## config.mk

```make
export PLATFORM = sky130hd
export DESIGN_NAME = base64_stream_decoder_core
export DESIGN_NICKNAME = d
export VERILOG_FILES = /design/src/rtl/core/b64d_pkg.sv /design/src/rtl/core/b64d_quad.sv /design/src/rtl/core/b64d_out.sv /design/src/rtl/core/base64_stream_decoder_core.sv
export VERILOG_INCLUDE_DIRS = /design/src /design/src/rtl/core
export SDC_FILE = /design/constraint.sdc
export NUM_CORES = 1
export LEC_CHECK = 0
export BUFFER_PORTS_ARGS = -buffer_cell sky130_fd_sc_hd__buf_2
export CORE_MARGIN = 2
export CORE_UTILIZATION = 31
export CTS_BUF_LIST = sky130_fd_sc_hd__clkbuf_16
export CTS_CLUSTER_SIZE = 16
export DETAILED_ROUTE_END_ITERATION = 8
export GPL_ROUTABILITY_DRIVEN = 0
export SLEW_MARGIN = 5
export SYNTH_ARGS = -nofsm -noshare
export SYNTH_HDL_FRONTEND = slang
export SYNTH_SLANG_ARGS = --single-unit
```

## constraint.sdc

```tcl
create_clock -name aclk -period 5.4 [get_ports aclk]
set_clock_uncertainty 0.05 [all_clocks]
set_input_delay 0.27 -clock aclk [delete_from_list [all_inputs] [get_ports aclk]]
set_output_delay 0.27 -clock aclk [all_outputs]
set_load 0.1 [all_outputs]
```

## src/rtl/core/base64_stream_decoder_core_assert.svh

```systemverilog
// assertion macros for the base64 stream decoder
// included by the rtl modules that carry concurrent checks, no other dependencies
`ifndef BASE64_STREAM_DECODER_CORE_ASSERT_SVH
`define BASE64_STREAM_DECODER_CORE_ASSERT_SVH

`ifndef ASSERT_OFF
// check under clock, disabled while reset is asserted (active low)
`define B64D_ASSERT(lbl, clk, rstn, prop) \
    lbl: assert property (@(posedge clk) disable iff (!(rstn)) prop) \
        else $error("b64d assertion failed");
// check under clock, also active during reset
`define B64D_ASSERT_ALWAYS(lbl, clk, prop) \
    lbl: assert property (@(posedge clk) prop) \
        else $error("b64d assertion failed");
`else
`define B64D_ASSERT(lbl, clk, rstn, prop)
`define B64D_ASSERT_ALWAYS(lbl, clk, prop)
`endif

`endif

```

## src/rtl/core/b64d_pkg.sv

```systemverilog
// shared types, constants and the character decode function of the base64 decoder
// no dependencies
`default_nettype none

package b64d_pkg;

    localparam int CHAR_W      = 8;
    localparam int SEXTET_W    = 6;
    localparam int BUF_W       = 3 * SEXTET_W;
    localparam int WORD_W      = 4 * SEXTET_W;
    localparam int GROUP_DEPTH = 4;

    localparam logic [CHAR_W-1:0] CH_UPPER_A = 8'h41;
    localparam logic [CHAR_W-1:0] CH_UPPER_Z = 8'h5A;
    localparam logic [CHAR_W-1:0] CH_LOWER_A = 8'h61;
    localparam logic [CHAR_W-1:0] CH_LOWER_Z = 8'h7A;
    localparam logic [CHAR_W-1:0] CH_DIGIT_0 = 8'h30;
    localparam logic [CHAR_W-1:0] CH_DIGIT_9 = 8'h39;
    localparam logic [CHAR_W-1:0] CH_PLUS    = 8'h2B;
    localparam logic [CHAR_W-1:0] CH_SLASH   = 8'h2F;
    localparam logic [CHAR_W-1:0] CH_PAD     = 8'h3D;

    localparam logic [CHAR_W-1:0]   LOWER_BASE = 8'd26;
    localparam logic [CHAR_W-1:0]   DIGIT_BASE = 8'd52;
    localparam logic [SEXTET_W-1:0] PLUS_VAL   = 6'd62;
    localparam logic [SEXTET_W-1:0] SLASH_VAL  = 6'd63;
    localparam logic [SEXTET_W-1:0] PAD_VAL    = 6'd0;

    // last byte index inside a group
    localparam logic [1:0] LAST_IDX_ONE   = 2'd0;
    localparam logic [1:0] LAST_IDX_TWO   = 2'd1;
    localparam logic [1:0] LAST_IDX_THREE = 2'd2;

    typedef struct packed {
        logic                is_sym;
        logic                is_pad;
        logic [SEXTET_W-1:0] val;
    } sextet_t;

    // one group of results caused by one input item
    typedef struct packed {
        logic [WORD_W-1:0] word;
        logic [1:0]        last_idx;
        logic              is_status;
        logic              failed;
    } group_t;

    function automatic sextet_t sextet_of(input logic [CHAR_W-1:0] ch);
        sextet_t s;
        s = '{is_sym: 1'b1, is_pad: 1'b0, val: PAD_VAL};
        if (ch >= CH_UPPER_A && ch <= CH_UPPER_Z) begin
            s.val = SEXTET_W'(ch - CH_UPPER_A);
        end else if (ch >= CH_LOWER_A && ch <= CH_LOWER_Z) begin
            s.val = SEXTET_W'(ch - CH_LOWER_A + LOWER_BASE);
        end else if (ch >= CH_DIGIT_0 && ch <= CH_DIGIT_9) begin
            s.val = SEXTET_W'(ch - CH_DIGIT_0 + DIGIT_BASE);
        end else if (ch == CH_PLUS) begin
            s.val = PLUS_VAL;
        end else if (ch == CH_SLASH) begin
            s.val = SLASH_VAL;
        end else if (ch == CH_PAD) begin
            s.is_pad = 1'b1;
        end else begin
            s.is_sym = 1'b0;
        end
        return s;
    endfunction

endpackage

`default_nettype wire

```

## src/rtl/core/b64d_quad.sv

```systemverilog
// input register, quad assembly state and result group builder
// depends on b64d_pkg
`default_nettype none

module b64d_quad
    import b64d_pkg::*;
(
    input  wire logic              aclk,
    input  wire logic              aresetn,
    input  wire logic              s_valid,
    output logic                   s_ready,
    input  wire logic [CHAR_W-1:0] s_text_char,
    input  wire logic              s_end_of_text,
    input  wire logic              push_ok,
    output logic                   grp_push,
    output group_t                 grp
);

    logic              valid_reg;
    logic [CHAR_W-1:0] char_reg;
    logic              end_reg;

    logic [BUF_W-1:0] buf_reg, buf_next;
    logic [1:0]       pos_reg, pos_next;
    logic             third_reg, third_next;
    logic             closed_reg, closed_next;
    logic             err_reg, err_next;

    sextet_t sx;
    logic    produces;
    logic    fire;

    assign sx = sextet_of(char_reg);

    always_comb begin
        buf_next    = buf_reg;
        pos_next    = pos_reg;
        third_next  = third_reg;
        closed_next = closed_reg;
        err_next    = err_reg;
        produces    = 1'b0;
        grp         = '0;
        if (end_reg) begin
            produces      = 1'b1;
            grp.is_status = 1'b1;
            grp.failed    = err_reg || (pos_reg != 2'd0);
            grp.last_idx  = LAST_IDX_ONE;
            buf_next      = '0;
            pos_next      = '0;
            third_next    = 1'b0;
            closed_next   = 1'b0;
            err_next      = 1'b0;
        end else if (!err_reg && sx.is_sym) begin
            if (closed_reg) begin
                err_next = 1'b1;
            end else begin
                case (pos_reg)
                    2'd0, 2'd1: begin
                        if (sx.is_pad) begin
                            err_next = 1'b1;
                        end else begin
                            buf_next = {buf_reg[BUF_W-SEXTET_W-1:0], sx.val};
                            pos_next = pos_reg + 2'd1;
                        end
                    end
                    2'd2: begin
                        if (sx.is_pad) begin
                            third_next = 1'b1;
                        end
                        buf_next = {buf_reg[BUF_W-SEXTET_W-1:0], sx.val};
                        pos_next = 2'd3;
                    end
                    default: begin
                        if (third_reg && !sx.is_pad) begin
                            err_next = 1'b1;
                        end else begin
                            produces = 1'b1;
                            grp.word = {buf_reg, sx.val};
                            if (third_reg) begin
                                grp.last_idx = LAST_IDX_ONE;
                            end else if (sx.is_pad) begin
                                grp.last_idx = LAST_IDX_TWO;
                            end else begin
                                grp.last_idx = LAST_IDX_THREE;
                            end
                            closed_next = closed_reg || third_reg || sx.is_pad;
                            buf_next    = '0;
                            pos_next    = '0;
                            third_next  = 1'b0;
                        end
                    end
                endcase
            end
        end
    end

    // an item that yields nothing never waits on the result queue
    assign fire     = valid_reg && (!produces || push_ok);
    assign grp_push = fire && produces;
    assign s_ready  = !valid_reg || fire;

    always_ff @(posedge aclk) begin
        if (!aresetn) begin
            valid_reg <= 1'b0;
        end else if (s_ready) begin
            valid_reg <= s_valid;
        end
    end

    always_ff @(posedge aclk) begin
        if (s_ready) begin
            char_reg <= s_text_char;
            end_reg  <= s_end_of_text;
        end
    end

    always_ff @(posedge aclk) begin
        if (!aresetn) begin
            buf_reg    <= '0;
            pos_reg    <= '0;
            third_reg  <= 1'b0;
            closed_reg <= 1'b0;
            err_reg    <= 1'b0;
        end else if (fire) begin
            buf_reg    <= buf_next;
            pos_reg    <= pos_next;
            third_reg  <= third_next;
            closed_reg <= closed_next;
            err_reg    <= err_next;
        end
    end

endmodule

`default_nettype wire

```

## src/rtl/core/b64d_out.sv

```systemverilog
// result group queue and byte serializer on the result channel
// depends on b64d_pkg and base64_stream_decoder_core_assert.svh
`default_nettype none
`include "base64_stream_decoder_core_assert.svh"

module b64d_out
    import b64d_pkg::*;
#(
    parameter int DEPTH = GROUP_DEPTH
) (
    input  wire logic              aclk,
    input  wire logic              aresetn,
    input  wire logic              grp_push,
    input  group_t                 grp,
    output logic                   push_ok,
    output logic                   m_valid,
    input  wire logic              m_ready,
    output logic [CHAR_W-1:0]      m_data_byte,
    output logic                   m_is_status,
    output logic                   m_failed,
    output logic                   m_last_of_run
);

    localparam int PTR_W = (DEPTH > 1) ? $clog2(DEPTH) : 1;
    localparam int CNT_W = $clog2(DEPTH + 1);

    group_t mem [DEPTH];

    logic [PTR_W-1:0] wr_ptr_reg, rd_ptr_reg;
    logic [CNT_W-1:0] count_reg;
    logic [1:0]       sub_reg;

    group_t head;
    logic   out_fire;
    logic   pop;

    assign head     = mem[rd_ptr_reg];
    assign push_ok  = count_reg != CNT_W'(DEPTH);
    assign m_valid  = count_reg != '0;
    assign out_fire = m_valid && m_ready;
    assign pop      = out_fire && (sub_reg == head.last_idx);

    assign m_is_status   = head.is_status;
    assign m_failed      = head.failed;
    assign m_last_of_run = sub_reg == head.last_idx;

    always_comb begin
        case (sub_reg)
            2'd0:    m_data_byte = head.word[WORD_W-1 -: CHAR_W];
            2'd1:    m_data_byte = head.word[WORD_W-CHAR_W-1 -: CHAR_W];
            default: m_data_byte = head.word[CHAR_W-1:0];
        endcase
    end

    always_ff @(posedge aclk) begin
        if (grp_push) begin
            mem[wr_ptr_reg] <= grp;
        end
    end

    always_ff @(posedge aclk) begin
        if (!aresetn) begin
            wr_ptr_reg <= '0;
            rd_ptr_reg <= '0;
            count_reg  <= '0;
            sub_reg    <= '0;
        end else begin
            if (grp_push) begin
                wr_ptr_reg <= (wr_ptr_reg == PTR_W'(DEPTH - 1)) ? '0 : wr_ptr_reg + 1'b1;
            end
            if (pop) begin
                rd_ptr_reg <= (rd_ptr_reg == PTR_W'(DEPTH - 1)) ? '0 : rd_ptr_reg + 1'b1;
                sub_reg    <= '0;
            end else if (out_fire) begin
                sub_reg <= sub_reg + 2'd1;
            end
            if (grp_push && !pop) begin
                count_reg <= count_reg + 1'b1;
            end else if (pop && !grp_push) begin
                count_reg <= count_reg - 1'b1;
            end
        end
    end

    `B64D_ASSERT(a_count_bound, aclk, aresetn, count_reg <= CNT_W'(DEPTH))
    `B64D_ASSERT(a_sub_in_group, aclk, aresetn, m_valid |-> sub_reg <= head.last_idx)
    `B64D_ASSERT(a_sub_idle, aclk, aresetn, !m_valid |-> sub_reg == 2'd0)
    `B64D_ASSERT(a_pop_count, aclk, aresetn, (pop && !grp_push) |=> count_reg == $past(count_reg) - 1'b1)

endmodule

`default_nettype wire

```

## src/rtl/core/base64_stream_decoder_core.sv

```systemverilog
// top level of the streaming base64 decoder
// depends on b64d_pkg, b64d_quad and b64d_out
//
// usage
//   input channel s_*: one transfer per text character, or an end marker with
//   s_end_of_text high (s_text_char is then ignored). characters outside the
//   base64 alphabet and other than '=' are dropped without a result.
//   result channel m_*: every fourth kept symbol releases up to three decoded
//   bytes, one transfer each; an end marker releases one status transfer with
//   m_is_status high and m_failed telling whether the whole string was bad.
//   m_last_of_run marks the last transfer caused by one input item. on a failed
//   status the receiver throws away every byte of that string.
// timing
//   an accepted item is registered in the input register; its result group is
//   then written into the result queue, and its first result is presented from
//   the queue head. the result queue holds GROUP_DEPTH_P groups (four by default)
//   and is drained one byte per cycle, so one character per cycle is sustained
//   as long as the receiver keeps m_ready high (three bytes per four symbols).
// reset and stall
//   aresetn is synchronous, active low, and clears the quad state, the sticky
//   error and the queue. when the receiver stalls the queue fills; the input
//   stage then holds only items that would add a group, skipped characters and
//   non-completing symbols still flow in.
`default_nettype none

module base64_stream_decoder_core
    import b64d_pkg::*;
#(
    parameter int GROUP_DEPTH_P = GROUP_DEPTH
) (
    input  wire logic              aclk,
    input  wire logic              aresetn,
    input  wire logic              s_valid,
    output logic                   s_ready,
    input  wire logic [CHAR_W-1:0] s_text_char,
    input  wire logic              s_end_of_text,
    output logic                   m_valid,
    input  wire logic              m_ready,
    output logic [CHAR_W-1:0]      m_data_byte,
    output logic                   m_is_status,
    output logic                   m_failed,
    output logic                   m_last_of_run
);

    // group handoff between the quad builder and the result queue
    logic   grp_push;
    logic   push_ok;
    group_t grp;

    // character decode, quad state, sticky error, end marker handling
    b64d_quad u_quad (
        .aclk          (aclk),
        .aresetn       (aresetn),
        .s_valid       (s_valid),
        .s_ready       (s_ready),
        .s_text_char   (s_text_char),
        .s_end_of_text (s_end_of_text),
        .push_ok       (push_ok),
        .grp_push      (grp_push),
        .grp           (grp)
    );

    // queue of result groups, split into single byte transfers
    b64d_out #(
        .DEPTH (GROUP_DEPTH_P)
    ) u_out (
        .aclk          (aclk),
        .aresetn       (aresetn),
        .grp_push      (grp_push),
        .grp           (grp),
        .push_ok       (push_ok),
        .m_valid       (m_valid),
        .m_ready       (m_ready),
        .m_data_byte   (m_data_byte),
        .m_is_status   (m_is_status),
        .m_failed      (m_failed),
        .m_last_of_run (m_last_of_run)
    );

endmodule

`default_nettype wire
```

# ---- Word level (Yosys, flattened, before mapping)
# Memory sizes are Yosys's and may differ from the RTL's. A register that Yosys moved wholly into a read port is not among the register bits.
# Cells that the tools add are included.
dict set report op_classes {
  n_addsub 11
  order_cmp 6
  n_eq_ne 18
  muxes 62
  bitwise_logic 1
  n_reduce_logical 36
}
# operator count
set op_table {}
lappend op_table {{$mux 26} 4}
lappend op_table {{$mux 18} 5}
lappend op_table {{$mux 2} 18}
lappend op_table {{$pmux 18 s2} 1}
lappend op_table {{$mux 6} 5}
lappend op_table {{$eq 8x6->1 const B} 3}
lappend op_table {{$mux 24} 1}
lappend op_table {{$mux 1} 22}
lappend op_table {{$ge 8x7->1 const B} 2}
lappend op_table {{$le 8x7->1 const B} 2}
lappend op_table {{$pmux 8 s2} 1}
lappend op_table {{$sub 6x6->6 const B} 2}
lappend op_table {{$logic_and 1x1->1} 11}
lappend op_table {{$reduce_and 5->1} 2}
lappend op_table {{$add 2x1->2 const B} 4}
lappend op_table {{$ge 8x6->1 const B} 1}
lappend op_table {{$le 8x6->1 const B} 1}
lappend op_table {{$add 6x5->6 const B} 1}
lappend op_table {{$add 6x6->6 const B} 1}
lappend op_table {{$eq 2x2->1 const B} 3}
lappend op_table {{$logic_not 1->1} 6}
lappend op_table {{$mux 3} 2}
lappend op_table {{$ne 3x1->1 const B} 2}
lappend op_table {{$ne 3x2->1 const B} 2}
lappend op_table {{other kinds (21)} 32}
dict set report totals {
  regBits 42
  ramBits 112
  input_bits 13
  out_inout_bits 13
  word_cells 147
  memories 1
}
# memory depth word_bits rd rd_ports_with_merged_regs wr line
set mem_list {}
lappend mem_list {u_out.mem 4 28 1 1 1 b64d_out.sv:27} ;# group_t mem [DEPTH];

# ---- Logic depth before layout (Yosys ltp)
# Gate-level depths: netlist of run 1.
dict set report depth {
  word_depth 22
  ltp_mapped 15
  ltp_nobuf 13
}

# ---- By module
# Synthesis of run 1 repeated with hierarchy kept, for this count alone.
dict set report unflattened {
  hier_cells 511
  area_unflattened_um2 7253.2
}
# module n_inst cells_each area_each_um2 seq_area_each_um2
set modules_own_cells {}
lappend modules_own_cells {b64d_out 1 236 4902.2 3583.4}
lappend modules_own_cells {b64d_quad 1 275 2351.0 750.7}

# ---- Worst setup path after synthesis of run 1
# OpenSTA, ideal clock, no wires.
dict set report synth_timing {
  path_type {register to output}
  startpoint {register u_out.sub_reg[0]}
  endpoint {output port m_data_byte[0]}
  arrival_ps 3323
  required_time_ps 5080
  slack_ps 1757
  stages_incl_launch_ff 7
  n_path_buf 2
  path_cell_list {dfxtp_1 inv_1 ha_1 buf_1 or2_2 buf_1 o21ai_0}
}
dict set report synth_via {
  elab_chain_len 2
  elab_cells_between_ends 3
  classes_between {eq/ne: 1; mux: 1; reduce/logical: 1}
}
# element line
set synth_lines {}
lappend synth_lines {{start: declaration} b64d_out.sv:31} ;# logic [1:0] sub_reg;
lappend synth_lines {{start signal: assignment} b64d_out.sv:75} ;# sub_reg <= sub_reg + 2'd1;
lappend synth_lines {{$eq 2x1->1 / $logic_not 2->1 (equally long branches)} b64d_out.sv:48} ;# case (sub_reg)
lappend synth_lines {{$pmux 8 s2 (*)} b64d_out.sv:48}
lappend synth_lines {{end: declaration} base64_stream_decoder_core.sv:39} ;# output logic [CHAR_W-1:0] m_data_byte,
# Mark *: on every way between the ends. The rest lies on a longest branch, timed or not.

# ---- Final worst setup path of run 1
dict set report layout_timing {
  startpoint {register u_quad.char_reg[2]}
  endpoint {output port s_ready}
}
dict set report layout_via {
  elab_chain_len 18
  elab_cells_between_ends 30
  classes_between {order compare: 6; eq/ne: 3; mux: 11; reduce/logical: 10}
}
# element line
set layout_lines {}
lappend layout_lines {{start: declaration} b64d_quad.sv:20} ;# logic [CHAR_W-1:0] char_reg;
lappend layout_lines {{start signal: assignment} b64d_quad.sv:112} ;# char_reg <= s_text_char;
lappend layout_lines {{$eq 8x6->1} b64d_pkg.sv:61} ;# end else if (ch == CH_PAD) begin
lappend layout_lines {{$mux 1} b64d_pkg.sv:61}
lappend layout_lines {{$mux 2} b64d_pkg.sv:59} ;# end else if (ch == CH_SLASH) begin
lappend layout_lines {{$mux 2} b64d_pkg.sv:57} ;# end else if (ch == CH_PLUS) begin
lappend layout_lines {{$mux 2} b64d_pkg.sv:55} ;# end else if (ch >= CH_DIGIT_0 && ch <= CH_DIGIT_9) begin
lappend layout_lines {{$mux 2} b64d_pkg.sv:53} ;# end else if (ch >= CH_LOWER_A && ch <= CH_LOWER_Z) begin
lappend layout_lines {{$mux 2 (*)} b64d_pkg.sv:51} ;# if (ch >= CH_UPPER_A && ch <= CH_UPPER_Z) begin
lappend layout_lines {{$logic_not 1->1} b64d_quad.sv:74} ;# if (third_reg && !sx.is_pad) begin
lappend layout_lines {{(+2 left out)} --}
lappend layout_lines {{$mux 1} b64d_quad.sv:57} ;# case (pos_reg)
lappend layout_lines {{$mux 1} b64d_quad.sv:54} ;# if (closed_reg) begin
lappend layout_lines {{$mux 1 (*)} b64d_quad.sv:53} ;# end else if (!err_reg && sx.is_sym) begin
lappend layout_lines {{$mux 1 (*)} b64d_quad.sv:43} ;# if (end_reg) begin
lappend layout_lines {{$logic_not 1->1 (*)} b64d_quad.sv:98} ;# assign fire = valid_reg && (!produces || push_ok);
lappend layout_lines {{$logic_or 1x1->1 (*)} b64d_quad.sv:98}
lappend layout_lines {{$logic_and 1x1->1 (*)} b64d_quad.sv:98}
lappend layout_lines {{$logic_or 1x1->1 (*)} b64d_quad.sv:100} ;# assign s_ready = !valid_reg || fire;
lappend layout_lines {{end: declaration} base64_stream_decoder_core.sv:34} ;# output logic s_ready,
# Marks and branches as above.

==> run summary, run 1 <==
reg2reg end - u_out.count_reg[2]
Bufs on Longest Clock Path - 2
initial antenna violation count - 0
total number of vias - 4163
Net Sw Frac - 27.9%
Net Switching - 0.773 mW
Tmin final - 3.80 ns
synth unique cells - 65
Initial Util - 31.4%
Slew @ Worst Pin - 0.875 ns
core footprint - 22600 µm²
# diodes - 0
Yosys warning total - 0
sequential power share - 47.9%
Clock transition at path regs - 0.06 ns
Die Y - 155 µm
crit start category - flip-flop
met1 usage - 15.9%
min-delay worst type - input port to flip-flop
first-pass GRT wire length - 22.7 mm
hold slack final - 0.112 ns
Post-synth EDFFs - 121
latest clock arrival within the worst-skew pair - 0.42 ns
Avg Cell Area, Syn - 14.1 µm²
hold depth - 3
Critical Path RT - 5.08 ns
vias in the first global route - 4284
Setup Crit Path Kind - flip-flop to output pin
clock root buffer master - clkbuf_16
Async SR Flop Fraction - 0%
endpoints failing setup - 0
die width - 155 µm
CTS buffer count - 17
CTS Sinks - 156
Mapped Area - 7090 µm²
main flop type after synthesis - edfxtp_1
WL per Instance - 16.6 µm
Sequential Area - 4340 µm²
Filler cells - 2144
Pre-Repair DR Iteration Count - 5
most used routing layer - met2
r2r setup slk - 1.68 ns
PD cells - 341 nW/µm²
clock network power share - 38.4%
initial drt markers - 292
Post-CTS Resized - 0
Seq/Total Area, Yosys - 61.1%
largest net degree at the start of global routing - 39
die area - 24100 µm²
I/O pins - 26
Buffers on Ports - 25
hold path endpoint - u_quad.valid_reg
Synth-to-Final Area Change - 14.2%
synthesized flop and latch total - 156
grt met2 use - 19.9%
met3 Use GR - 3.48%
row count - 55
endpoint class of the critical path - output pin
CP arrival - 3.48 ns
unrepaired setup endpoints after global routing - false
drt drc - 0
share of cells above drive strength 1 - 18.8%
combinational share of power - 13.6%
max reg flops - 112
Mapped Nets - 538
nets@finish - 574
H-tree depth - 4
Fin. Hold Viols - 0
max_slew headroom - 41.5%
max-slew violations - 0
Worst Hold Launch - s_valid
multi-input logic area - 2510 µm²
internal power - 1.99 mW
number of post-CTS setup repair buffers - 0
Worst R2R Start - u_quad.char_reg[2]
VDD IR max - 241 µV
TritonCTS clock tree - done
Max-cap violations - 0
final WL - 13.9 mm
Tot GR Track Use - 12.3%
R2R depth - 13
Crit Path Max Fanout - 13
antenna-violating nets left - 0
Fmax - 263 MHz
Cells after Synth - 503
Fin Setup TNS - 0 ns
status - complete, no violations
grt ovf - 0
Avg Vias per Cell - 4.97
Lkg Pwr - 2.64 nW
post-DP HPWL - 8.74 mm
fin crit share - 70.4%
-- through the flow --
step | setup slack (ns) | power, mW | instance area, µm² | util, % | std cells
finish | 1.60 | 2.77 | 8100 | 35.9 | 837
global route | 1.33 | 2.88 | 8100 | 35.9 | 837
CTS | 1.59 | 2.79 | 8100 | 35.9 | 837
detailed placement | 1.71 | 1.73 | 7490 | 33.2 | 796
global placement | 1.88 | 1.72 | 7490 | 33.2 | 796
floorplan | 1.76 | 1.66 | 7090 | - | 503
-- critical path, cell delays in order (launching register included) --
cell and delay [ns]:
edfxtp_1 0.55, inv_1 0.16, ha_1 0.33, a21o_1 0.25, a31oi_1 0.28, o21ai_1 0.18
o21ai_2 0.27, a21oi_1 0.13, or3_1 0.54, buf_2 0.38
-- what timing repair did --
item / 4_1_cts / 5_1_grt
hold buffers: 9 / 0
endpoints found under the hold margin: 9 / 0
setup endpoints to repair: 0 / 0
-- Yosys cell counts, types with 3 or more instances --
library cell / count / area, µm²
a21boi_0: 3 / 22.5
a21oi_1: 8 / 40.0
a22oi_1: 8 / 60.1
a31oi_1: 6 / 37.5
and2_1: 30 / 188
and3_1: 4 / 25.0
buf_1: 3 / 11.3
buf_2: 8 / 40.0
clkbuf_1: 8 / 30.0
dfxtp_1: 35 / 701
edfxtp_1: 121 / 3630
ha_1: 21 / 263
inv_1: 26 / 97.6
mux2i_1: 23 / 230
mux4_2: 28 / 631
nand2_1: 47 / 176
nand3_1: 8 / 40.0
nand3b_1: 3 / 22.5
nor2_1: 13 / 48.8
nor2b_1: 8 / 50.1
nor3_1: 10 / 50.1
nor3b_1: 5 / 37.5
o21ai_0: 16 / 80.1
o2bb2ai_1: 4 / 35.0
or3_1: 5 / 31.3
xnor2_1: 5 / 43.8
xor2_1: 3 / 26.3
-- layout by cell type, fill, tap and decap left out, types with 4 or more instances in the layout --
cell type and instances:
xnor2_1 5, clkinvlp_4 7, buf_4 8, nor3b_1 5
dlygate4sd3_1 9, nand2_1 47, and3_1 4, a21oi_1 8
and2_1 30, a22oi_1 8, o2bb2ai_1 4, nand3_1 8
a31oi_1 6, nor3_1 10, dfxtp_1 34, nor2b_1 8
clkbuf_16 17, nor2_1 13, o21ai_0 16, ha_1 21
mux2i_1 23, mux4_2 28, inv_1 29, edfxtp_1 121
or3_1 5, buf_2 25
-- worst max-delay path by stage --
stage	to	depth (start not counted)	slack [ns]	start
after floorplan	m_data_byte[0]	6	1.76	u_out.sub_reg[0]
after global placement	u_out.count_reg[2]	13	1.88	u_quad.char_reg[2]
after detailed placement	u_out.count_reg[2]	13	1.71	u_quad.char_reg[2]
after CTS	s_ready	9	1.59	u_quad.char_reg[2]
after global routing	s_ready	9	1.33	u_quad.char_reg[2]
final	s_ready	9	1.60	u_quad.char_reg[2]
-- cell type report --
type / count / area share [%]
Sequential cell: 156 / 53.5
Multi-Input combinational cell: 296 / 31.0
Clock buffer: 17 / 5.25
Tap cell: 285 / 4.40
Timing Repair Buffer: 42 / 3.40
Clock inverter: 15 / 1.27
Inverter: 26 / 1.20
-- power by group through the flow --
| stage | logic (mW) | registers [mW] | clock network, mW |
|---|---|---|---|
| final | 0.378 | 1.33 | 1.06 |
| after global routing | 0.405 | 1.33 | 1.14 |
| after CTS | 0.382 | 1.33 | 1.09 |
| after detailed placement | 0.377 | 1.35 | 0 |
| after global placement | 0.373 | 1.35 | 0 |
| after floorplan | 0.314 | 1.34 | 0 |
-- per-layer routing --
metal  vias up  routed length (µm)
li1       1948                   -
met3        14                 581
met2        98                6710
met1      2103                6420
met4         0                 172
met5         -                   0
-- cell families (layout without fill, tap and decap cells) --
family / count (synthesis) / count (layout) / synth area share (%)
XOR/XNOR: 8 / 8 / 0.988
buffers and inverters: 51 / 100 / 3.51
adder cells (fa/ha/maj): 22 / 22 / 3.99
multiplexers: 52 / 52 / 12.3
flip-flops: 156 / 156 / 61.1
AO/OA/AOI/OAI: 66 / 66 / 6.84
AND/OR/NAND/NOR: 148 / 148 / 11.3
Power figures use the tool's default switching activity.
==> run 2: changes to the inputs <==
- clock period: 5.4 -> 3.1 ns (I/O delays scaled with it)
==> run summary, run 2 (synthesized netlist as in run 1, its figures left out) <==
Placed Cells - 812 (was 796)
hold depth - 4 (was 3)
Critical Path RT - 3.41 ns (was 5.08 ns)
CTS Sinks - 156 (unchanged)
nets@finish - 597 (was 574)
PD cells - 585 nW/µm² (was 341 nW/µm²)
Worst R2R Start - u_quad.char_reg[1] (was u_quad.char_reg[2])
first-pass GRT wire length - 23.3 mm (was 22.7 mm)
Pre-Repair DR Iteration Count - 4 (was 5)
die area - 24100 µm² (unchanged)
max_slew headroom - 54.8% (was 41.5%)
grt ovf - 0 (unchanged)
max-slew violations - 0 (unchanged)
Clock transition at path regs - 0.06 ns (about the same)
commonest non-fill, non-tap cell in the layout - edfxtp_1 (unchanged)
row count - 55 (unchanged)
Filler cells - 2148 (was 2144)
r2r setup slk - 0.15 ns (was 1.68 ns)
Buffers on Ports - 25 (unchanged)
Die Y - 155 µm (unchanged)
Initial Util - 31.4% (unchanged)
Fin Setup TNS - 0 ns (unchanged)
WL per Instance - 16.6 µm (about the same)
Setup Crit Path Kind - flip-flop to flip-flop (was flip-flop to output pin)
Slew @ Worst Pin - 0.672 ns (was 0.875 ns)
status - complete, no violations (unchanged)
CTS buffer count - 17 (unchanged)
post-route cell area - 8410 µm² (was 8100 µm²)
Crit Path Max Fanout - 5 (was 13)
R2R depth - 13 (unchanged)
Avg Vias per Cell - 4.85 (was 4.97)
share of cells above drive strength 1 - 24.0% (was 18.8%)
endpoint class of the critical path - flip-flop (was output pin)
final core occ - 37.3% (was 35.9%)
post-DP HPWL - 9.11 mm (was 8.74 mm)
endpoints failing setup - 0 (unchanged)
# diodes - 0 (unchanged)
H-tree depth - 4 (unchanged)
fin crit share - 95.2%
Fin. Hold Viols - 0 (unchanged)
Final Non-Filler Cells - 860 (was 837)
I/O pins - 26 (unchanged)
total number of vias - 4173 (was 4163)
clock root buffer master - clkbuf_16 (unchanged)
core footprint - 22600 µm² (unchanged)
Fmax - 339 MHz
VDD IR max - 391 µV (was 241 µV)
min-delay worst type - input port to flip-flop (unchanged)
DP Area - 7680 µm² (was 7490 µm²)
Tot GR Track Use - 12.6% (was 12.3%)
final WL - 14.3 mm (was 13.9 mm)
initial drt markers - 304 (was 292)
reg2reg end - u_out.count_reg[2] (unchanged)
TritonCTS clock tree - done (unchanged)
max reg flops - 112 (unchanged)
Synth-to-Final Area Change - 18.5% (was 14.2%)
Lkg Pwr - 2.78 nW (was 2.64 nW)
largest net degree at the start of global routing - 39 (unchanged)
latest clock arrival within the worst-skew pair - 0.43 ns (was 0.42 ns)
Worst Hold Launch - m_ready (was s_valid)
Tmin final - 2.95 ns
antenna-violating nets left - 0 (unchanged)
hold slack final - 0.0991 ns (was 0.112 ns)
vias in the first global route - 4440 (was 4284)
CP arrival - 3.26 ns (was 3.48 ns)
Max-cap violations - 0 (unchanged)
drt drc - 0 (unchanged)
commonest non-fill, non-tap cells in the layout - edfxtp_1 (121), nand2_1 (47), dfxtp_1 (34) (unchanged)
die width - 155 µm (unchanged)
Bufs on Longest Clock Path - 2 (unchanged)
initial antenna violation count - 0 (unchanged)
crit start category - flip-flop (unchanged)
## run 2: routing by layer
metal	up-vias	track usage [%]	wire, µm	share of wire, %
met5	-	0	0	0
met4	0	5.77	185	1.3
met3	18	2.90	437	3.1
met2	72	20.6	7020	49
met1	2085	16.1	6650	47
li1	1998	-	-	-
## run 2: what timing repair did
item | in CTS | in global routing
endpoints found under the hold margin | 10 | 0
hold buffers | 10 | 0
resized for setup | 2 | 8
setup buffers | 0 | 6
pin swaps | 0 | 1
setup endpoints to repair | 1 | 2
## run 2: area by class of cell
| type | count | area, µm² | share of cell area [%] |
|---|---|---|---|
| clock inverters | 15 | 119 | 1.41 |
| clock buffers | 17 | 425 | 5.06 |
| multi-input cells | 296 | 2570 | 30.6 |
| well taps | 285 | 357 | 4.24 |
| inverters | 26 | 97.6 | 1.16 |
| repair buffers | 65 | 503 | 5.98 |
| flip-flops and latches | 156 | 4340 | 51.6 |
## run 2: stage by stage
step           power [mW]  worst slack [ns]
6_report             4.92             0.149
5_1_grt              5.11           -0.0687
4_1_cts              4.96            0.0203
3_5_place_dp         3.04          -0.00623
3_3_place_gp         3.03             0.204
2_1_floorplan        2.89            -0.428
## run 2: worst max-delay path, cell delays in order, from the launching register on
cell      delay, ns
edfxtp_1       0.45
inv_1          0.18
ha_1           0.28
nor2b_1        0.09
o21bai_1       0.12
a21oi_1        0.09
o21ai_2        0.15
a31o_2         0.18
ha_2           0.19
inv_1          0.05
fa_1           0.38
xor2_1         0.18
or3_1          0.31
a21boi_1       0.16
## run 2: report_power, final
part	switching, mW	internal (mW)
clock network	0.866	1.04
registers	0.0276	2.27
logic	0.499	0.216
## run 2: worst max path at each step
stage / from / end / depth (start not counted)
2_1_floorplan: u_out.sub_reg[0] / m_data_byte[0] / 6
3_3_place_gp: u_quad.char_reg[2] / u_out.count_reg[2] / 13
3_5_place_dp: u_quad.char_reg[2] / u_out.count_reg[2] / 13
4_1_cts: u_quad.char_reg[2] / s_ready / 10
5_1_grt: u_quad.char_reg[1] / u_out.count_reg[2] / 13
6_report: u_quad.char_reg[1] / u_out.count_reg[2] / 13
==> run 3: changes to the inputs <==
- clock period: 3.1 -> 2.75 ns (I/O delays scaled with it)
==> run summary, run 3 (synthesized netlist as in run 1, its figures left out) <==
endpoint class of the critical path - flip-flop (unchanged)
vias in the first global route - 4662 (was 4440)
Worst R2R Start - u_quad.char_reg[3] (was u_quad.char_reg[1])
Fin. Hold Viols - 0 (unchanged)
Clock transition at path regs - 0.07 ns (was 0.06 ns)
hold depth - 4 (unchanged)
max_slew headroom - 56.6% (was 54.8%)
internal power - 4.08 mW (was 3.52 mW)
r2r setup slk - -0.06 ns (was 0.15 ns)
grt met2 use - 23.1% (was 20.6%)
min-delay worst type - input port to flip-flop (unchanged)
max-slew violations - 0 (unchanged)
most used routing layer - met2 (unchanged)
met3 Use GR - 3.18% (was 2.90%)
Placed Cells - 823 (was 812)
H-tree depth - 4 (unchanged)
failing checks - setup timing
latest clock arrival within the worst-skew pair - 0.42 ns (was 0.43 ns)
antenna-violating nets left - 0 (unchanged)
cell depth of the worst setup path - 12 (was 13)
CTS buffer count - 17 (unchanged)
post-route cell area - 8770 µm² (was 8410 µm²)
R2R depth - 12 (was 13)
endpoints failing setup - 1 (was 0)
post-DP HPWL - 9.41 mm (was 9.11 mm)
commonest non-fill, non-tap cells in the layout - edfxtp_1 (121), nand2_1 (47), buf_4 (37) (was edfxtp_1 (121), nand2_1 (47), dfxtp_1 (34))
Die Y - 155 µm (unchanged)
Worst Setup EP - u_out.count_reg[2] (unchanged)
first-pass GRT wire length - 23.9 mm (was 23.3 mm)
DP Area - 7870 µm² (was 7680 µm²)
CP max stage delay - 0.50 ns (was 0.45 ns)
Lkg Pwr - 2.92 nW (was 2.78 nW)
Critical Path RT - 3.05 ns (was 3.41 ns)
Max-cap violations - 0 (unchanged)
Final Worst Setup Slack - -0.0571 ns (was 0.149 ns)
final WL - 14.6 mm (was 14.3 mm)
met1 usage - 15.1% (was 16.1%)
combinational share of power - 15.4% (was 14.6%)
die width - 155 µm (unchanged)
initial antenna violation count - 0 (unchanged)
Tot GR Track Use - 12.8% (was 12.6%)
clock root buffer master - clkbuf_16 (unchanged)
Tmin final - 2.81 ns (was 2.95 ns)
commonest non-fill, non-tap cell in the layout - edfxtp_1 (unchanged)
Pre-Repair DR Iteration Count - 4 (unchanged)
Final Non-Filler Cells - 874 (was 860)
Synth-to-Final Area Change - 23.7% (was 18.5%)
grt ovf - 0 (unchanged)
Fmax - 356 MHz (was 339 MHz)
nets@finish - 611 (was 597)
Setup Crit Path Kind - flip-flop to flip-flop (unchanged)
drt drc - 0 (unchanged)
Net Sw Frac - 29.3% (was 28.3%)
unrepaired setup endpoints after global routing - true
CTS Sinks - 156 (unchanged)
reg2reg end - u_out.count_reg[2] (unchanged)
Avg Vias per Cell - 4.91 (was 4.85)
Buffers on Ports - 25 (unchanged)
status - finished, violations left (was complete, no violations)
die area - 24100 µm² (unchanged)
Worst Path Buf+Inv - 1 (was 2)
share of cells above drive strength 1 - 30.4% (was 24.0%)
VDD IR max - 480 µV (was 391 µV)
slowest CP cell - edfxtp_1 (unchanged)
initial drt markers - 172 (was 304)
I/O pins - 26 (unchanged)
CP startpoint - u_quad.char_reg[3] (was u_quad.char_reg[1])
CP top delay family - compound AO/OA/AOI/OAI gates (was adder cells)
Bufs on Longest Clock Path - 2 (unchanged)
TritonCTS clock tree - done (unchanged)
CP arrival - 3.10 ns (was 3.26 ns)
crit start category - flip-flop (unchanged)
clock network power share - 39.7% (was 38.7%)
core footprint - 22600 µm² (unchanged)
Crit Path Max Fanout - 7 (was 5)
max reg flops - 112 (unchanged)
worst-path cell chain - ha_4 -> a21o_4 -> a31oi_4 -> o21ai_2 -> o21ai_2 -> a31o_4 -> ha_4 -> inv_2 -> fa_2 -> xor2_2 -> or3_1 -> a21boi_1 (was inv_1 -> ha_1 -> nor2b_1 -> o21bai_1 -> a21oi_1 -> o21ai_2 -> a31o_2 -> ha_2 -> inv_1 -> fa_1 -> xor2_1 -> or3_1 -> a21boi_1)
Initial Util - 31.4% (unchanged)
sequential power share - 45.0% (was 46.7%)
Slew @ Worst Pin - 0.645 ns (was 0.672 ns)
Net Switching - 1.69 mW (was 1.39 mW)
# diodes - 0 (unchanged)
total number of vias - 4287 (was 4173)
WL per Instance - 16.7 µm (was 16.6 µm)
largest net degree at the start of global routing - 38 (was 39)
Filler cells - 2070 (was 2148)
fin crit share - 102% (was 95.2%)
row count - 55 (unchanged)
PD cells - 657 nW/µm² (was 585 nW/µm²)
## run 3: changes by cell type in the layout (fill, tap and decap cells not counted), moves of 4 or more
cell	change
and2_2	+4
o21ai_2	+7
clkinv_8	+4
o21ai_0	-8
and2_1	-4
ha_4	+4
buf_4	+11
inv_1	-4
## run 3: area by class of cell
type	instances	area [µm²]	share of cell area, %
flip-flops and latches	156	4340	49.4
multi-input cells	296	2730	31.2
repair buffers	79	656	7.47
clock buffers	17	425	4.85
well taps	285	357	4.06
clock inverters	15	170	1.94
inverters	26	97.6	1.11
## run 3: repair_timing
action / in CTS / in global routing
hold buffers: 10 / 0
hold endpoints to repair: 10 / 0
pin swaps: 2 / 13
setup endpoints to repair: 4 / 2
gates resized for setup: 15 / 14
buffers inserted: 5 / 5
## run 3: power by group through the flow
| stage | combinational, mW | sequential [mW] | clock, mW |
|---|---|---|---|
| after global placement | 0.836 | 2.64 | 0 |
| final | 0.887 | 2.59 | 2.29 |
| after detailed placement | 0.847 | 2.64 | 0 |
| after CTS | 0.882 | 2.59 | 2.33 |
| after floorplan | 0.657 | 2.64 | 0 |
| after global routing | 0.947 | 2.60 | 2.44 |
## run 3: how the worst min path moves through the flow
stage | start | endpoint | slack [ns]
floorplan | s_text_char[0] | u_quad.char_reg[0] | 0.19
global placement | s_text_char[1] | u_quad.char_reg[1] | 0.26
detailed placement | s_text_char[4] | u_quad.char_reg[4] | 0.27
CTS | m_ready | flip-flop | 0.07
global route | m_ready | flip-flop | 0.12
finish | m_ready | flip-flop | 0.08
## run 3: metrics by stage
| stage | setup TNS (ns) | total power, mW | util [%] | worst slack, ns | hold slack, ns |
|---|---|---|---|---|---|
| floorplan | -0.382 | 3.29 | - | -0.142 | 0.186 |
| global placement | 0 | 3.47 | 34.9 | 0.0557 | 0.264 |
| detailed placement | -0.0779 | 3.49 | 34.9 | -0.0779 | 0.266 |
| CTS | -0.0117 | 5.81 | 38.5 | -0.0117 | 0.0723 |
| global route | -0.198 | 5.99 | 38.9 | -0.160 | 0.120 |
| finish | -0.0571 | 5.76 | 38.9 | -0.0571 | 0.0846 |
## run 3: worst register-to-register path, delay by kind of cell, from the launching register on
| family | cells | cell delay (ns) |
|---|---|---|
| simple gates | 1 | 0.34 |
| compound gates | 6 | 0.91 |
| fa+ha+maj | 3 | 0.74 |
| xor+xnor | 1 | 0.15 |
| buf+inv | 1 | 0.04 |
| flops | 1 | 0.50 |
## run 3: per-layer routing
layer / vias to the layer above / part of all wire (%)
li1: 2027 / -
met1: 2170 / 43
met2: 78 / 53
met3: 12 / 3.5
met4: 0 / 1.2
met5: - / 0
